`src/twc_pkg.sv`:
```
// -----------------------------------------------------------------------------
// twc_pkg
// shared widths, register indexes and state codes of the weighted centroid unit
// -----------------------------------------------------------------------------
`default_nettype none

package twc_pkg;

   localparam int MAX_WIDTH  = 4096;
   localparam int MAX_HEIGHT = 4096;
   localparam int FRAC_BITS  = 8;

   localparam int PIX_W   = 8;
   localparam int SIZE_W  = 13;
   localparam int CNT_W   = 12;
   localparam int SUM_W   = 44;
   localparam int WSUM_W  = 32;
   localparam int CEN_W   = 20;
   localparam int OFF_W   = 21;
   localparam int DATA_W  = 32;
   localparam int ADDR_W  = 4;

   // the dividend is sum << FRAC_BITS; its top WSUM_W bits seed the remainder
   localparam int DIVD_W    = SUM_W + FRAC_BITS;
   localparam int DIV_STEPS = DIVD_W - WSUM_W;
   localparam int LOW_SUM_W = DIV_STEPS - FRAC_BITS;
   localparam int STEP_W    = $clog2(DIV_STEPS);

   localparam logic [STEP_W-1:0] LAST_STEP = STEP_W'(DIV_STEPS - 1);

   localparam logic [SIZE_W-1:0] MAX_W_VAL = SIZE_W'(MAX_WIDTH);
   localparam logic [SIZE_W-1:0] MAX_H_VAL = SIZE_W'(MAX_HEIGHT);

   localparam logic [PIX_W-1:0]  THRESH_RESET = PIX_W'(200);
   localparam logic [SIZE_W-1:0] WIDTH_RESET  = SIZE_W'(640);
   localparam logic [SIZE_W-1:0] HEIGHT_RESET = SIZE_W'(480);

   typedef enum logic [1:0] {
      REG_THRESHOLD = 2'd0,
      REG_WIDTH     = 2'd1,
      REG_HEIGHT    = 2'd2,
      REG_NONE      = 2'd3
   } reg_index_type;

   typedef enum logic [4:0] {
      ST_IDLE   = 5'b00001,
      ST_LOAD   = 5'b00010,
      ST_DIV_X  = 5'b00100,
      ST_DIV_Y  = 5'b01000,
      ST_RESULT = 5'b10000
   } state_type;

endpackage

`default_nettype wire

```
`src/twc_if.sv`:
```
// -----------------------------------------------------------------------------
// twc_req_if / twc_rsp_if
// valid/ready channels for pixel transactions and centroid transactions
// -----------------------------------------------------------------------------
`default_nettype none

interface twc_req_if import twc_pkg::*; ();
   logic             valid;
   logic             ready;
   logic [PIX_W-1:0] pixel;
   logic             frame_start;

   modport source (output valid, output pixel, output frame_start, input ready);
   modport sink   (input valid, input pixel, input frame_start, output ready);
endinterface

interface twc_rsp_if import twc_pkg::*; ();
   logic                    valid;
   logic                    ready;
   logic [CEN_W-1:0]        centroid_x;
   logic [CEN_W-1:0]        centroid_y;
   logic signed [OFF_W-1:0] offset_x;
   logic signed [OFF_W-1:0] offset_y;
   logic                    frame_empty;

   modport source (output valid, output centroid_x, output centroid_y,
                   output offset_x, output offset_y, output frame_empty,
                   input ready);
   modport sink   (input valid, input centroid_x, input centroid_y,
                   input offset_x, input offset_y, input frame_empty,
                   output ready);
endinterface

`default_nettype wire

```
`src/threshold_weighted_centroid_unit.sv`:
```
// -----------------------------------------------------------------------------
// threshold_weighted_centroid_unit
// output: only the last pixel of a frame yields a result, through the load, x divide,
//   y divide and result states (load and result only for an empty frame)
// throughput: one pixel per cycle inside a frame; after the last pixel the input stalls
//   through load, both divides and result, which also waits for a free result slot
// reset: synchronous, active high; counters and sums zero, threshold 200, 640 x 480
// -----------------------------------------------------------------------------
`default_nettype none

module threshold_weighted_centroid_unit import twc_pkg::*; (
   input  wire                clock,
   input  wire                reset,
   twc_req_if.sink            req,
   twc_rsp_if.source          rsp,
   input  wire                csr_psel,
   input  wire                csr_penable,
   input  wire                csr_pwrite,
   input  wire  [ADDR_W-1:0]  csr_paddr,
   input  wire  [DATA_W-1:0]  csr_pwdata,
   output logic [DATA_W-1:0]  csr_prdata,
   output logic               csr_pready
);

   // ---------------------------------------------------------------------------
   // configuration registers
   // ---------------------------------------------------------------------------
   logic [PIX_W-1:0]  thresh_ff, thresh_in;
   logic [SIZE_W-1:0] width_ff,  width_in;
   logic [SIZE_W-1:0] height_ff, height_in;
   reg_index_type     csr_index;
   logic              csr_write;

   assign csr_index  = reg_index_type'(csr_paddr[ADDR_W-1:2]);
   assign csr_write  = csr_psel && csr_penable && csr_pwrite;
   assign csr_pready = 1'b1;

   always_comb begin
      thresh_in = thresh_ff;
      width_in  = width_ff;
      height_in = height_ff;
      if (csr_write) begin
         unique case (csr_index)
            REG_THRESHOLD: thresh_in = csr_pwdata[PIX_W-1:0];
            REG_WIDTH:     width_in  = csr_pwdata[SIZE_W-1:0];
            REG_HEIGHT:    height_in = csr_pwdata[SIZE_W-1:0];
            default: ;   // writes past the register list are dropped
         endcase
      end
   end

   always_comb begin
      unique case (csr_index)
         REG_THRESHOLD: csr_prdata = DATA_W'(thresh_ff);
         REG_WIDTH:     csr_prdata = DATA_W'(width_ff);
         REG_HEIGHT:    csr_prdata = DATA_W'(height_ff);
         default:       csr_prdata = '0;
      endcase
   end

   // effective frame size: zero reads as one, oversize clips to the maximum
   logic [SIZE_W-1:0] eff_w, eff_h;
   assign eff_w = (width_ff == '0)  ? SIZE_W'(1) :
                  (width_ff > MAX_W_VAL) ? MAX_W_VAL : width_ff;
   assign eff_h = (height_ff == '0) ? SIZE_W'(1) :
                  (height_ff > MAX_H_VAL) ? MAX_H_VAL : height_ff;

   // ---------------------------------------------------------------------------
   // pixel side: raster counters and accumulators
   // ---------------------------------------------------------------------------
   state_type         state_ff, state_in;
   logic [CNT_W-1:0]  col_ff, col_in;
   logic [CNT_W-1:0]  row_ff, row_in;
   logic [SUM_W-1:0]  sum_cx_ff, sum_cx_in;
   logic [SUM_W-1:0]  sum_cy_ff, sum_cy_in;
   logic [WSUM_W-1:0] sum_w_ff, sum_w_in;

   logic              req_take;
   logic [CNT_W-1:0]  col_base, row_base;
   logic [SUM_W-1:0]  cx_base, cy_base;
   logic [WSUM_W-1:0] w_base;
   logic [PIX_W+CNT_W-1:0] prod_col, prod_row;
   logic              bright;
   logic              row_end, frame_end;

   assign req.ready = (state_ff == ST_IDLE);
   assign req_take  = req.valid && req.ready;

   // frame_start drops whatever partial frame is in flight
   assign col_base = req.frame_start ? '0 : col_ff;
   assign row_base = req.frame_start ? '0 : row_ff;
   assign cx_base  = req.frame_start ? '0 : sum_cx_ff;
   assign cy_base  = req.frame_start ? '0 : sum_cy_ff;
   assign w_base   = req.frame_start ? '0 : sum_w_ff;

   assign bright   = req.pixel > thresh_ff;
   assign prod_col = req.pixel * col_base;
   assign prod_row = req.pixel * row_base;

   assign row_end   = ({1'b0, col_base} + SIZE_W'(1)) >= eff_w;
   assign frame_end = row_end && (({1'b0, row_base} + SIZE_W'(1)) >= eff_h);

   // ---------------------------------------------------------------------------
   // shared restoring divider: x quotient first, then y, one bit per cycle
   // the mean column or row stays below 2^CEN_W in fixed point, so the top
   // WSUM_W bits of the dividend are already smaller than the divisor
   // ---------------------------------------------------------------------------
   logic [WSUM_W-1:0] rem_ff, rem_in;
   logic [CEN_W-1:0]  quo_ff, quo_in;
   logic [STEP_W-1:0] step_ff, step_in;
   logic [CEN_W-1:0]  cx_ff, cx_in;
   logic              empty_ff, empty_in;

   logic [WSUM_W:0]   trial;
   logic              fits;
   logic [WSUM_W-1:0] rem_step;
   logic [CEN_W-1:0]  quo_step;

   assign trial    = {rem_ff, quo_ff[CEN_W-1]};
   assign fits     = trial >= {1'b0, sum_w_ff};
   assign rem_step = fits ? WSUM_W'(trial - {1'b0, sum_w_ff}) : trial[WSUM_W-1:0];
   assign quo_step = {quo_ff[CEN_W-2:0], fits};

   // ---------------------------------------------------------------------------
   // result slot
   // ---------------------------------------------------------------------------
   logic                    rsp_valid_ff, rsp_valid_in;
   logic [CEN_W-1:0]        out_cx_ff, out_cx_in;
   logic [CEN_W-1:0]        out_cy_ff, out_cy_in;
   logic signed [OFF_W-1:0] out_ox_ff, out_ox_in;
   logic signed [OFF_W-1:0] out_oy_ff, out_oy_in;
   logic                    out_empty_ff, out_empty_in;

   logic              slot_free;
   logic [CNT_W-1:0]  half_w, half_h;
   logic [CEN_W-1:0]  half_w_fx, half_h_fx;
   logic [SIZE_W-1:0] w_less, h_less;

   assign slot_free = !rsp_valid_ff || rsp.ready;

   assign w_less    = eff_w - SIZE_W'(1);
   assign h_less    = eff_h - SIZE_W'(1);
   assign half_w    = w_less[SIZE_W-1:1];
   assign half_h    = h_less[SIZE_W-1:1];
   assign half_w_fx = {half_w, {FRAC_BITS{1'b0}}};
   assign half_h_fx = {half_h, {FRAC_BITS{1'b0}}};

   // ---------------------------------------------------------------------------
   // sequencer
   // ---------------------------------------------------------------------------
   always_comb begin
      state_in     = state_ff;
      col_in       = col_ff;
      row_in       = row_ff;
      sum_cx_in    = sum_cx_ff;
      sum_cy_in    = sum_cy_ff;
      sum_w_in     = sum_w_ff;
      rem_in       = rem_ff;
      quo_in       = quo_ff;
      step_in      = step_ff;
      cx_in        = cx_ff;
      empty_in     = empty_ff;
      rsp_valid_in = rsp_valid_ff && !rsp.ready;
      out_cx_in    = out_cx_ff;
      out_cy_in    = out_cy_ff;
      out_ox_in    = out_ox_ff;
      out_oy_in    = out_oy_ff;
      out_empty_in = out_empty_ff;

      unique case (state_ff)
         ST_IDLE: begin
            if (req_take) begin
               sum_cx_in = cx_base;
               sum_cy_in = cy_base;
               sum_w_in  = w_base;
               if (bright) begin
                  sum_cx_in = cx_base + SUM_W'(prod_col);
                  sum_cy_in = cy_base + SUM_W'(prod_row);
                  sum_w_in  = w_base + WSUM_W'(req.pixel);
               end
               if (frame_end) begin
                  col_in   = '0;
                  row_in   = '0;
                  state_in = ST_LOAD;
               end else if (row_end) begin
                  col_in = '0;
                  row_in = row_base + CNT_W'(1);
               end else begin
                  col_in = col_base + CNT_W'(1);
                  row_in = row_base;
               end
            end
         end
         ST_LOAD: begin
            // no pixel passed: skip the divide altogether
            empty_in = (sum_w_ff == '0);
            rem_in   = sum_cx_ff[SUM_W-1:LOW_SUM_W];
            quo_in   = {sum_cx_ff[LOW_SUM_W-1:0], {FRAC_BITS{1'b0}}};
            step_in  = '0;
            state_in = (sum_w_ff == '0) ? ST_RESULT : ST_DIV_X;
         end
         ST_DIV_X: begin
            rem_in  = rem_step;
            quo_in  = quo_step;
            step_in = step_ff + STEP_W'(1);
            if (step_ff == LAST_STEP) begin
               cx_in    = quo_step;
               rem_in   = sum_cy_ff[SUM_W-1:LOW_SUM_W];
               quo_in   = {sum_cy_ff[LOW_SUM_W-1:0], {FRAC_BITS{1'b0}}};
               step_in  = '0;
               state_in = ST_DIV_Y;
            end
         end
         ST_DIV_Y: begin
            rem_in  = rem_step;
            quo_in  = quo_step;
            step_in = step_ff + STEP_W'(1);
            if (step_ff == LAST_STEP) begin
               state_in = ST_RESULT;
            end
         end
         ST_RESULT: begin
            // quo_ff holds the y quotient here
            if (slot_free) begin
               rsp_valid_in = 1'b1;
               out_empty_in = empty_ff;
               if (empty_ff) begin
                  out_cx_in = '0;
                  out_cy_in = '0;
                  out_ox_in = '0;
                  out_oy_in = '0;
               end else begin
                  out_cx_in = cx_ff;
                  out_cy_in = quo_ff;
                  out_ox_in = $signed({1'b0, cx_ff} - {1'b0, half_w_fx});
                  out_oy_in = $signed({1'b0, half_h_fx} - {1'b0, quo_ff});
               end
               sum_cx_in = '0;
               sum_cy_in = '0;
               sum_w_in  = '0;
               state_in  = ST_IDLE;
            end
         end
         default: state_in = ST_IDLE;
      endcase
   end

   always_ff @(posedge clock) begin
      if (reset) begin
         state_ff     <= ST_IDLE;
         thresh_ff    <= THRESH_RESET;
         width_ff     <= WIDTH_RESET;
         height_ff    <= HEIGHT_RESET;
         col_ff       <= '0;
         row_ff       <= '0;
         sum_cx_ff    <= '0;
         sum_cy_ff    <= '0;
         sum_w_ff     <= '0;
         step_ff      <= '0;
         empty_ff     <= 1'b0;
         rsp_valid_ff <= 1'b0;
      end else begin
         state_ff     <= state_in;
         thresh_ff    <= thresh_in;
         width_ff     <= width_in;
         height_ff    <= height_in;
         col_ff       <= col_in;
         row_ff       <= row_in;
         sum_cx_ff    <= sum_cx_in;
         sum_cy_ff    <= sum_cy_in;
         sum_w_ff     <= sum_w_in;
         step_ff      <= step_in;
         empty_ff     <= empty_in;
         rsp_valid_ff <= rsp_valid_in;
      end
   end

   // datapath registers, no reset needed
   always_ff @(posedge clock) begin
      rem_ff       <= rem_in;
      quo_ff       <= quo_in;
      cx_ff        <= cx_in;
      out_cx_ff    <= out_cx_in;
      out_cy_ff    <= out_cy_in;
      out_ox_ff    <= out_ox_in;
      out_oy_ff    <= out_oy_in;
      out_empty_ff <= out_empty_in;
   end

   assign rsp.valid       = rsp_valid_ff;
   assign rsp.centroid_x  = out_cx_ff;
   assign rsp.centroid_y  = out_cy_ff;
   assign rsp.offset_x    = out_ox_ff;
   assign rsp.offset_y    = out_oy_ff;
   assign rsp.frame_empty = out_empty_ff;

endmodule

`default_nettype wire

```
`src/flat_wrapper.sv`:
```
// flat-port wrapper written by rule: the top's interface ports become plain ports
module threshold_weighted_centroid_unit_flat import twc_pkg::*;
  (clock, reset, csr_psel, csr_penable, csr_pwrite, csr_paddr, csr_pwdata, csr_prdata, csr_pready, req_valid, req_pixel, req_frame_start, req_ready, rsp_valid, rsp_centroid_x, rsp_centroid_y, rsp_offset_x, rsp_offset_y, rsp_frame_empty, rsp_ready);
  twc_req_if req_i ();
  twc_rsp_if rsp_i ();
  input  wire clock;
  input  wire reset;
  input  wire csr_psel;
  input  wire csr_penable;
  input  wire csr_pwrite;
  input  wire  [ADDR_W-1:0] csr_paddr;
  input  wire  [DATA_W-1:0] csr_pwdata;
  output logic [DATA_W-1:0] csr_prdata;
  output logic csr_pready;
  input wire logic [$bits(req_i.valid)-1:0] req_valid;
  input wire logic [$bits(req_i.pixel)-1:0] req_pixel;
  input wire logic [$bits(req_i.frame_start)-1:0] req_frame_start;
  output wire logic [$bits(req_i.ready)-1:0] req_ready;
  output wire logic [$bits(rsp_i.valid)-1:0] rsp_valid;
  output wire logic [$bits(rsp_i.centroid_x)-1:0] rsp_centroid_x;
  output wire logic [$bits(rsp_i.centroid_y)-1:0] rsp_centroid_y;
  output wire logic [$bits(rsp_i.offset_x)-1:0] rsp_offset_x;
  output wire logic [$bits(rsp_i.offset_y)-1:0] rsp_offset_y;
  output wire logic [$bits(rsp_i.frame_empty)-1:0] rsp_frame_empty;
  input wire logic [$bits(rsp_i.ready)-1:0] rsp_ready;
  assign req_i.valid = req_valid;
  assign req_i.pixel = req_pixel;
  assign req_i.frame_start = req_frame_start;
  assign req_ready = req_i.ready;
  assign rsp_valid = rsp_i.valid;
  assign rsp_centroid_x = rsp_i.centroid_x;
  assign rsp_centroid_y = rsp_i.centroid_y;
  assign rsp_offset_x = rsp_i.offset_x;
  assign rsp_offset_y = rsp_i.offset_y;
  assign rsp_frame_empty = rsp_i.frame_empty;
  assign rsp_i.ready = rsp_ready;
  threshold_weighted_centroid_unit u_core (.clock(clock), .reset(reset), .req(req_i), .rsp(rsp_i), .csr_psel(csr_psel), .csr_penable(csr_penable), .csr_pwrite(csr_pwrite), .csr_paddr(csr_paddr), .csr_pwdata(csr_pwdata), .csr_prdata(csr_prdata), .csr_pready(csr_pready));
endmodule
```
`config.mk`:
```
export PLATFORM = sky130hd
export DESIGN_NAME = threshold_weighted_centroid_unit_flat
export DESIGN_NICKNAME = d
export VERILOG_FILES = /design/src/twc_pkg.sv /design/src/twc_if.sv /design/src/threshold_weighted_centroid_unit.sv /design/src/flat_wrapper.sv
export SDC_FILE = /design/constraint.sdc
export NUM_CORES = 1
export LEC_CHECK = 0
export ABC_AREA = 1
export ABC_CLOCK_PERIOD_IN_PS = 12700
export BUFFER_PORTS_ARGS = -buffer_cell sky130_fd_sc_hd__buf_4
export CAP_MARGIN = 20
export CORE_MARGIN = 2
export CORE_UTILIZATION = 35
export DETAILED_ROUTE_END_ITERATION = 8
export HOLD_SLACK_MARGIN = 0.1
export SYNTH_ARGS = -nofsm -noshare
export SYNTH_HDL_FRONTEND = slang
export SYNTH_SLANG_ARGS = --single-unit
```
`constraint.sdc`:
```
create_clock -name clock -period 12.7 [get_ports clock]
set_input_delay 0.635 -clock clock [delete_from_list [all_inputs] [get_ports clock]]
set_output_delay 0.635 -clock clock [all_outputs]
set_load 0.02 [all_outputs]
```
Word-level counts from Yosys, hierarchy flattened
Cells that the tools add are included.
Word-level totals
  register bits after elaboration: 345
  input port bits: 52
  word-level logic and storage cells: 117
Operators by class
  add/subtract/negate cells: 13
  $mul: 2
  $lt $le $gt $ge: 6
  eq/ne operators: 13
  muxes and demuxes: 41
  reductions and logical operators: 22
Operator list (number)
  $mux W44: 7
  $mux W32: 6
  $pmux W44 S2: 2
  $pmux W32 S3: 1
  $add A44 B20 Y44: 2
  $mux W12: 6
  $pmux W32 S2: 1
  $pmux W20 S3: 1
  $mux W13: 4
  $sub A20 B20 Y21: 2
  $mul A8 B12 Y20: 2
  $pmux W13 S3: 1
  $mux W5: 7
  $ge A33 B32 Y1: 1
  $add A32 B8 Y32: 1
  $logic_not A32 Y1: 1
  $sub A32 B32 Y32: 1
  $add A12 B1 Y13 const B: 2
  $ge A13 B13 Y1: 2
  $gt A13 B13 Y1 const B: 2
  $logic_not A13 Y1: 2
  $sub A13 B1 Y13 const B: 2
  $pmux W5 S5: 1
  $add A12 B1 Y12 const B: 2
  other kinds (23): 38

Logic depth before layout (Yosys ltp)
  depth in word-level cells: 8
  mapped depth: 30
  depth with buffers taken out: 27

Worst setup path after synthesis
OpenSTA, ideal clock, no wires.
  path kind: input-to-reg
  start: in req_frame_start
  end: reg u_core.sum_cx_ff[43]
  setup time: 0.132 ns
  data arrival time: 5.299 ns
  setup slack: 7.268 ns
  stages on the path: 26
  buffers on the path: 5
  cell sequence: buf_6 > buf_6 > buf_6 > buf_2 > buf_2 > nor2_1 > inv_1 > nor2_1 > fa_1 > fa_1 > fa_1 > inv_1 > fa_1 > inv_1 > ha_1 > nand2_1 > inv_1 > nand2_1 > nor2_1 > nand3_1 > nand3_1 > nand3_1 > nor2_1 > nand3_1 > nand3_1 > a21oi_1
On the way
  cells in the longest elaborated chain, start to end: 6
RTL lines
  from (decl): line flat_wrapper.sv:17  | input wire logic [$bits(req_i.frame_start)-1:0] req_frame_start;
  $mux W12: line threshold_weighted_centroid_unit.sv:90  | assign col_base = req.frame_start ? '0 : col_ff;
  $mul A8 B12 Y20: line threshold_weighted_centroid_unit.sv:97  | assign prod_col = req.pixel * col_base;
  $add A44 B20 Y44: line threshold_weighted_centroid_unit.sv:177  | sum_cx_in = cx_base + SUM_W'(prod_col);
  $mux W44 *: line threshold_weighted_centroid_unit.sv:176  | if (bright) begin
  $mux W44 *: line threshold_weighted_centroid_unit.sv:172  | if (req_take) begin
  $pmux W44 S2 *: line threshold_weighted_centroid_unit.sv:170  | unique case (state_ff)
  to (signal assigned): line threshold_weighted_centroid_unit.sv:269  | sum_cx_ff <= sum_cx_in;
  to (decl): line threshold_weighted_centroid_unit.sv:74  | logic [SUM_W-1:0] sum_cx_ff, sum_cx_in;
Mark *: on every way between the ends. The rest lies on a longest branch, timed or not. The select of a mux whose other input is x is not followed.
A chain may end at the register's enable or synchronous reset.

Final worst setup path
  start: in req_frame_start
  end: reg u_core.sum_cx_ff[39]
The elaborated chain is that of the path after synthesis.

==> metrics.txt <==
Final Net Count 4,876; Hold WS about 0.29 ns; Initial DRC Count ~2,400; Die H roughly 300 um; Routed WL 97,400 um; status finished, final reports clean; WS Path Type in -> reg; GRT overflow 0; Avg Vias per Cell slightly above 5; vias in the first global route around 28,000; Crit Path Max Fanout 73; GRT Resource Usage Total 21.6%; Synth Warn # 0; Routed Antenna Nets 0; share of layout cells above drive strength 1 between 6 and 7%; CP Capture Type flip-flop; Fmax 0.158 GHz; Worst setup SP type input pin; root buf cell clkbuf_16; period utilisation layout 49.9%; synth top area cells edfxtp_1 14%, dfxtp_1 12%, nand2_1 12%; Rows 108; number of gates resized after cts 0; Distinct cells, synth around 60; crit path time final approximately 6.3 ns; CTS tree yes; Post-Synthesis Cell Area around 31,000 um2; Fin Setup TNS 0 ns; Slew @ Worst Pin between 1 and 1.5 ns; Die Wd roughly 300 um; Max Root-Sink Buffers 3; Synth area leader edfxtp_1; Final Hold Fails 0; Initial Util between 30% and 40%; CP Data Required Time roughly 13 ns; Post-synth EDFFs ~150; Leakage around 0.015 uW; pre-CTS setup slack between 5 and 6 ns; Max Cap Viol 0; initial antenna violation count 0; Fill cells just over 9,000; Synth top area share approximately 14%; final worst setup slack 6.36 ns; fin. max-slew vios 0; clock sink count 336; Post-synth ARST share 0%; Post-CTS Setup Bufs 0; P&R area growth vs syn 10.7%; unrepaired setup endpoints after global routing false; Cell Pwr Density ~120 nW/um2; Die Footprint approximately 90,000 um2; routability congestion estimate around 0.94; Syn Area/Cell between 6 and 7 um2; worst vdd rail ir drop 0.113 mV; min-delay worst type in -> reg; Main synth FF type dfxtp_1; DRC 0; first-pass GRT wire length ~150,000 um; IO Port Bufs between 100 and 150; dpl hpwl 73,600 um; Final Core Density just under 40%; relative slew slack a little over a fifth; clk slew on worst S/H paths 0.06 ns; sequential cell area fraction in the yosys report a little over a quarter; largest net degree at the start of global routing 85; Pre-antenna DRT Iters 5; Fin Clk Skew 0.0318 ns; Ports 170; H-tree depth 2; Core ar. between 80,000 and 90,000 um2; #FFs+latches synth ~340; Critical Path AT 6.77 ns; vias 28,943; Hold Buf Count CTS 0; Routed WL per cell approximately 17 um; Final setup viols 0; number of CTS-inserted buffers 43; clock insertion delay at the later pin of the skew report 0.59 ns; Mapped Cells ~4,400; ant diodes 0
[critical path, stage by stage]
cell	delay, ns
buf_4	0.32
inv_8	0.56
nand2_1	0.42
inv_1	0.38
nand2_1	0.12
fa_1	0.51
inv_1	0.05
fa_1	0.47
fa_1	0.50
inv_1	0.06
fa_1	0.53
inv_1	0.05
ha_1	0.35
nand2_1	0.14
inv_1	0.09
nand2_1	0.10
nor2_1	0.17
nand3_1	0.10
nand3_1	0.22
nand3_1	0.20
nor2_1	0.38
nand3_1	0.13
nand3_1	0.11
a21oi_1	0.08
[Yosys cell counts, types with 11 or more instances]
cell / n
nand3_1: 262
nand3b_1: 30
nor2_2: 14
clkbuf_1: 74
fa_1: 159
nor2_1: 578
dfxtp_1: 190
buf_2: 48
ha_1: 194
o21ai_0: 221
nor3_2: 12
a221oi_1: 11
o21bai_1: 16
nor3_1: 33
buf_4: 30
o211ai_1: 29
nand4_1: 76
inv_1: 746
nand2_1: 960
o21ai_1: 11
xnor2_1: 29
a21oi_1: 371
o21a_1: 17
xor2_1: 39
nor4_1: 17
edfxtp_1: 146
[cell usage in the layout (no fill, tap or decap), types with 11 or more instances in the layout]
| cell | synthesis | final |
|---|---|---|
| a21oi_1 | 371 | 370 |
| a221oi_1 | 11 | 11 |
| buf_4 | 30 | 145 |
| clkbuf_16 | 0 | 44 |
| clkinv_1 | 6 | 13 |
| conb_1 | 2 | 20 |
| dfxtp_1 | 190 | 189 |
| edfxtp_1 | 146 | 146 |
| fa_1 | 159 | 159 |
| ha_1 | 194 | 194 |
| inv_1 | 746 | 743 |
| nand2_1 | 960 | 958 |
| nand3_1 | 262 | 262 |
| nand3b_1 | 30 | 30 |
| nand4_1 | 76 | 76 |
| nor2_1 | 578 | 576 |
| nor2_2 | 14 | 15 |
| nor3_1 | 33 | 33 |
| nor3_2 | 12 | 12 |
| nor4_1 | 17 | 17 |
| o211ai_1 | 29 | 29 |
| o21a_1 | 17 | 17 |
| o21ai_0 | 221 | 221 |
| o21bai_1 | 16 | 16 |
| xnor2_1 | 29 | 29 |
| xor2_1 | 39 | 39 |
[cell type report]
type	count	area (um2)	share of cell area, %
inverters	760	2860	8.43
clock inverters	32	397	1.17
repair buffers	145	1090	3.21
flip-flops and latches	336	8190	24.1
well taps	1155	1450	4.26
clock buffers	48	1120	3.29
multi-input cells	3185	18800	55.5
[cell families after synthesis]
logic type                 synth area share, %
and+or+nand+nor                           27.7
adders and majority gates                 18.3
xor gates and xnor gates                  2.00
DFF                                       26.7
AOI/OAI and AO/OA                         13.1
buffers and inverters                     12.2
other                                   0.0245
[metrics by stage]
| step | power (uW) | std cells | area [um2] |
|---|---|---|---|
| floorplan | 2250 | 4451 | 30700 |
| global placement | 2600 | 5581 | 32400 |
| detailed placement | 2620 | 5581 | 32400 |
| CTS | 3950 | 5661 | 33900 |
| global route | 4170 | 5661 | 33900 |
| finish | 3930 | 5661 | 33900 |
[state kept, by name, summed over array words and instances (netlist names), 5 cells and up]
name / flops
u_core.quo_ff: 20
u_core.width_ff: 13
u_core.thresh_ff: 8
u_core.sum_cx_ff: 44
u_core.step_ff: 5
u_core.sum_cy_ff: 44
u_core.height_ff: 13
u_core.col_ff: 12
u_core.rsp.offset_x: 21
u_core.row_ff: 12
u_core.cx_ff: 20
u_core.rem_ff: 32
u_core.rsp.centroid_x: 12
u_core.sum_w_ff: 32
u_core.state_ff: 5
u_core.rsp.centroid_y: 20
u_core.rsp.offset_y: 20
[worst paths after layout]
check,end,from,cells past startpoint,slack (ns)
max,u_core.sum_cx_ff[39]$_SDFFE_PP0P_,req_frame_start,24,6.36
min,u_core.width_ff[9]$_SDFFE_PP1P_,csr_pwdata[9],3,0.29
max reg2reg,u_core.sum_cy_ff[35]$_SDFFE_PP0P_,u_core.row_ff[11]$_SDFFE_PP0P_,22,6.95
min reg2reg,u_core.cx_ff[1]$_DFFE_PP_,u_core.quo_ff[0]$_DFFE_PP_,0,0.45
[where the power goes]
part / internal, uW / leakage [uW] / total [uW] / switching (uW)
Sequential: 1190 / 0.00284 / 1230 / 45.1
Clock: 800 / 0.000717 / 1320 / 520
Combinational: 392 / 0.0117 / 1380 / 985
[per-layer routing]
metal  part of all wire, %  GRT usage (%)  up-vias  wire length [um]
met1                    44           28.6    13495             43100
li1                      -              -    14304                 -
met2                    45           35.5      980             43800
met4                   4.2           8.64        0              4070
met3                   6.5           3.03      164              6380
met5                     0              0        -                 0
Power figures use the tool's default switching activity.
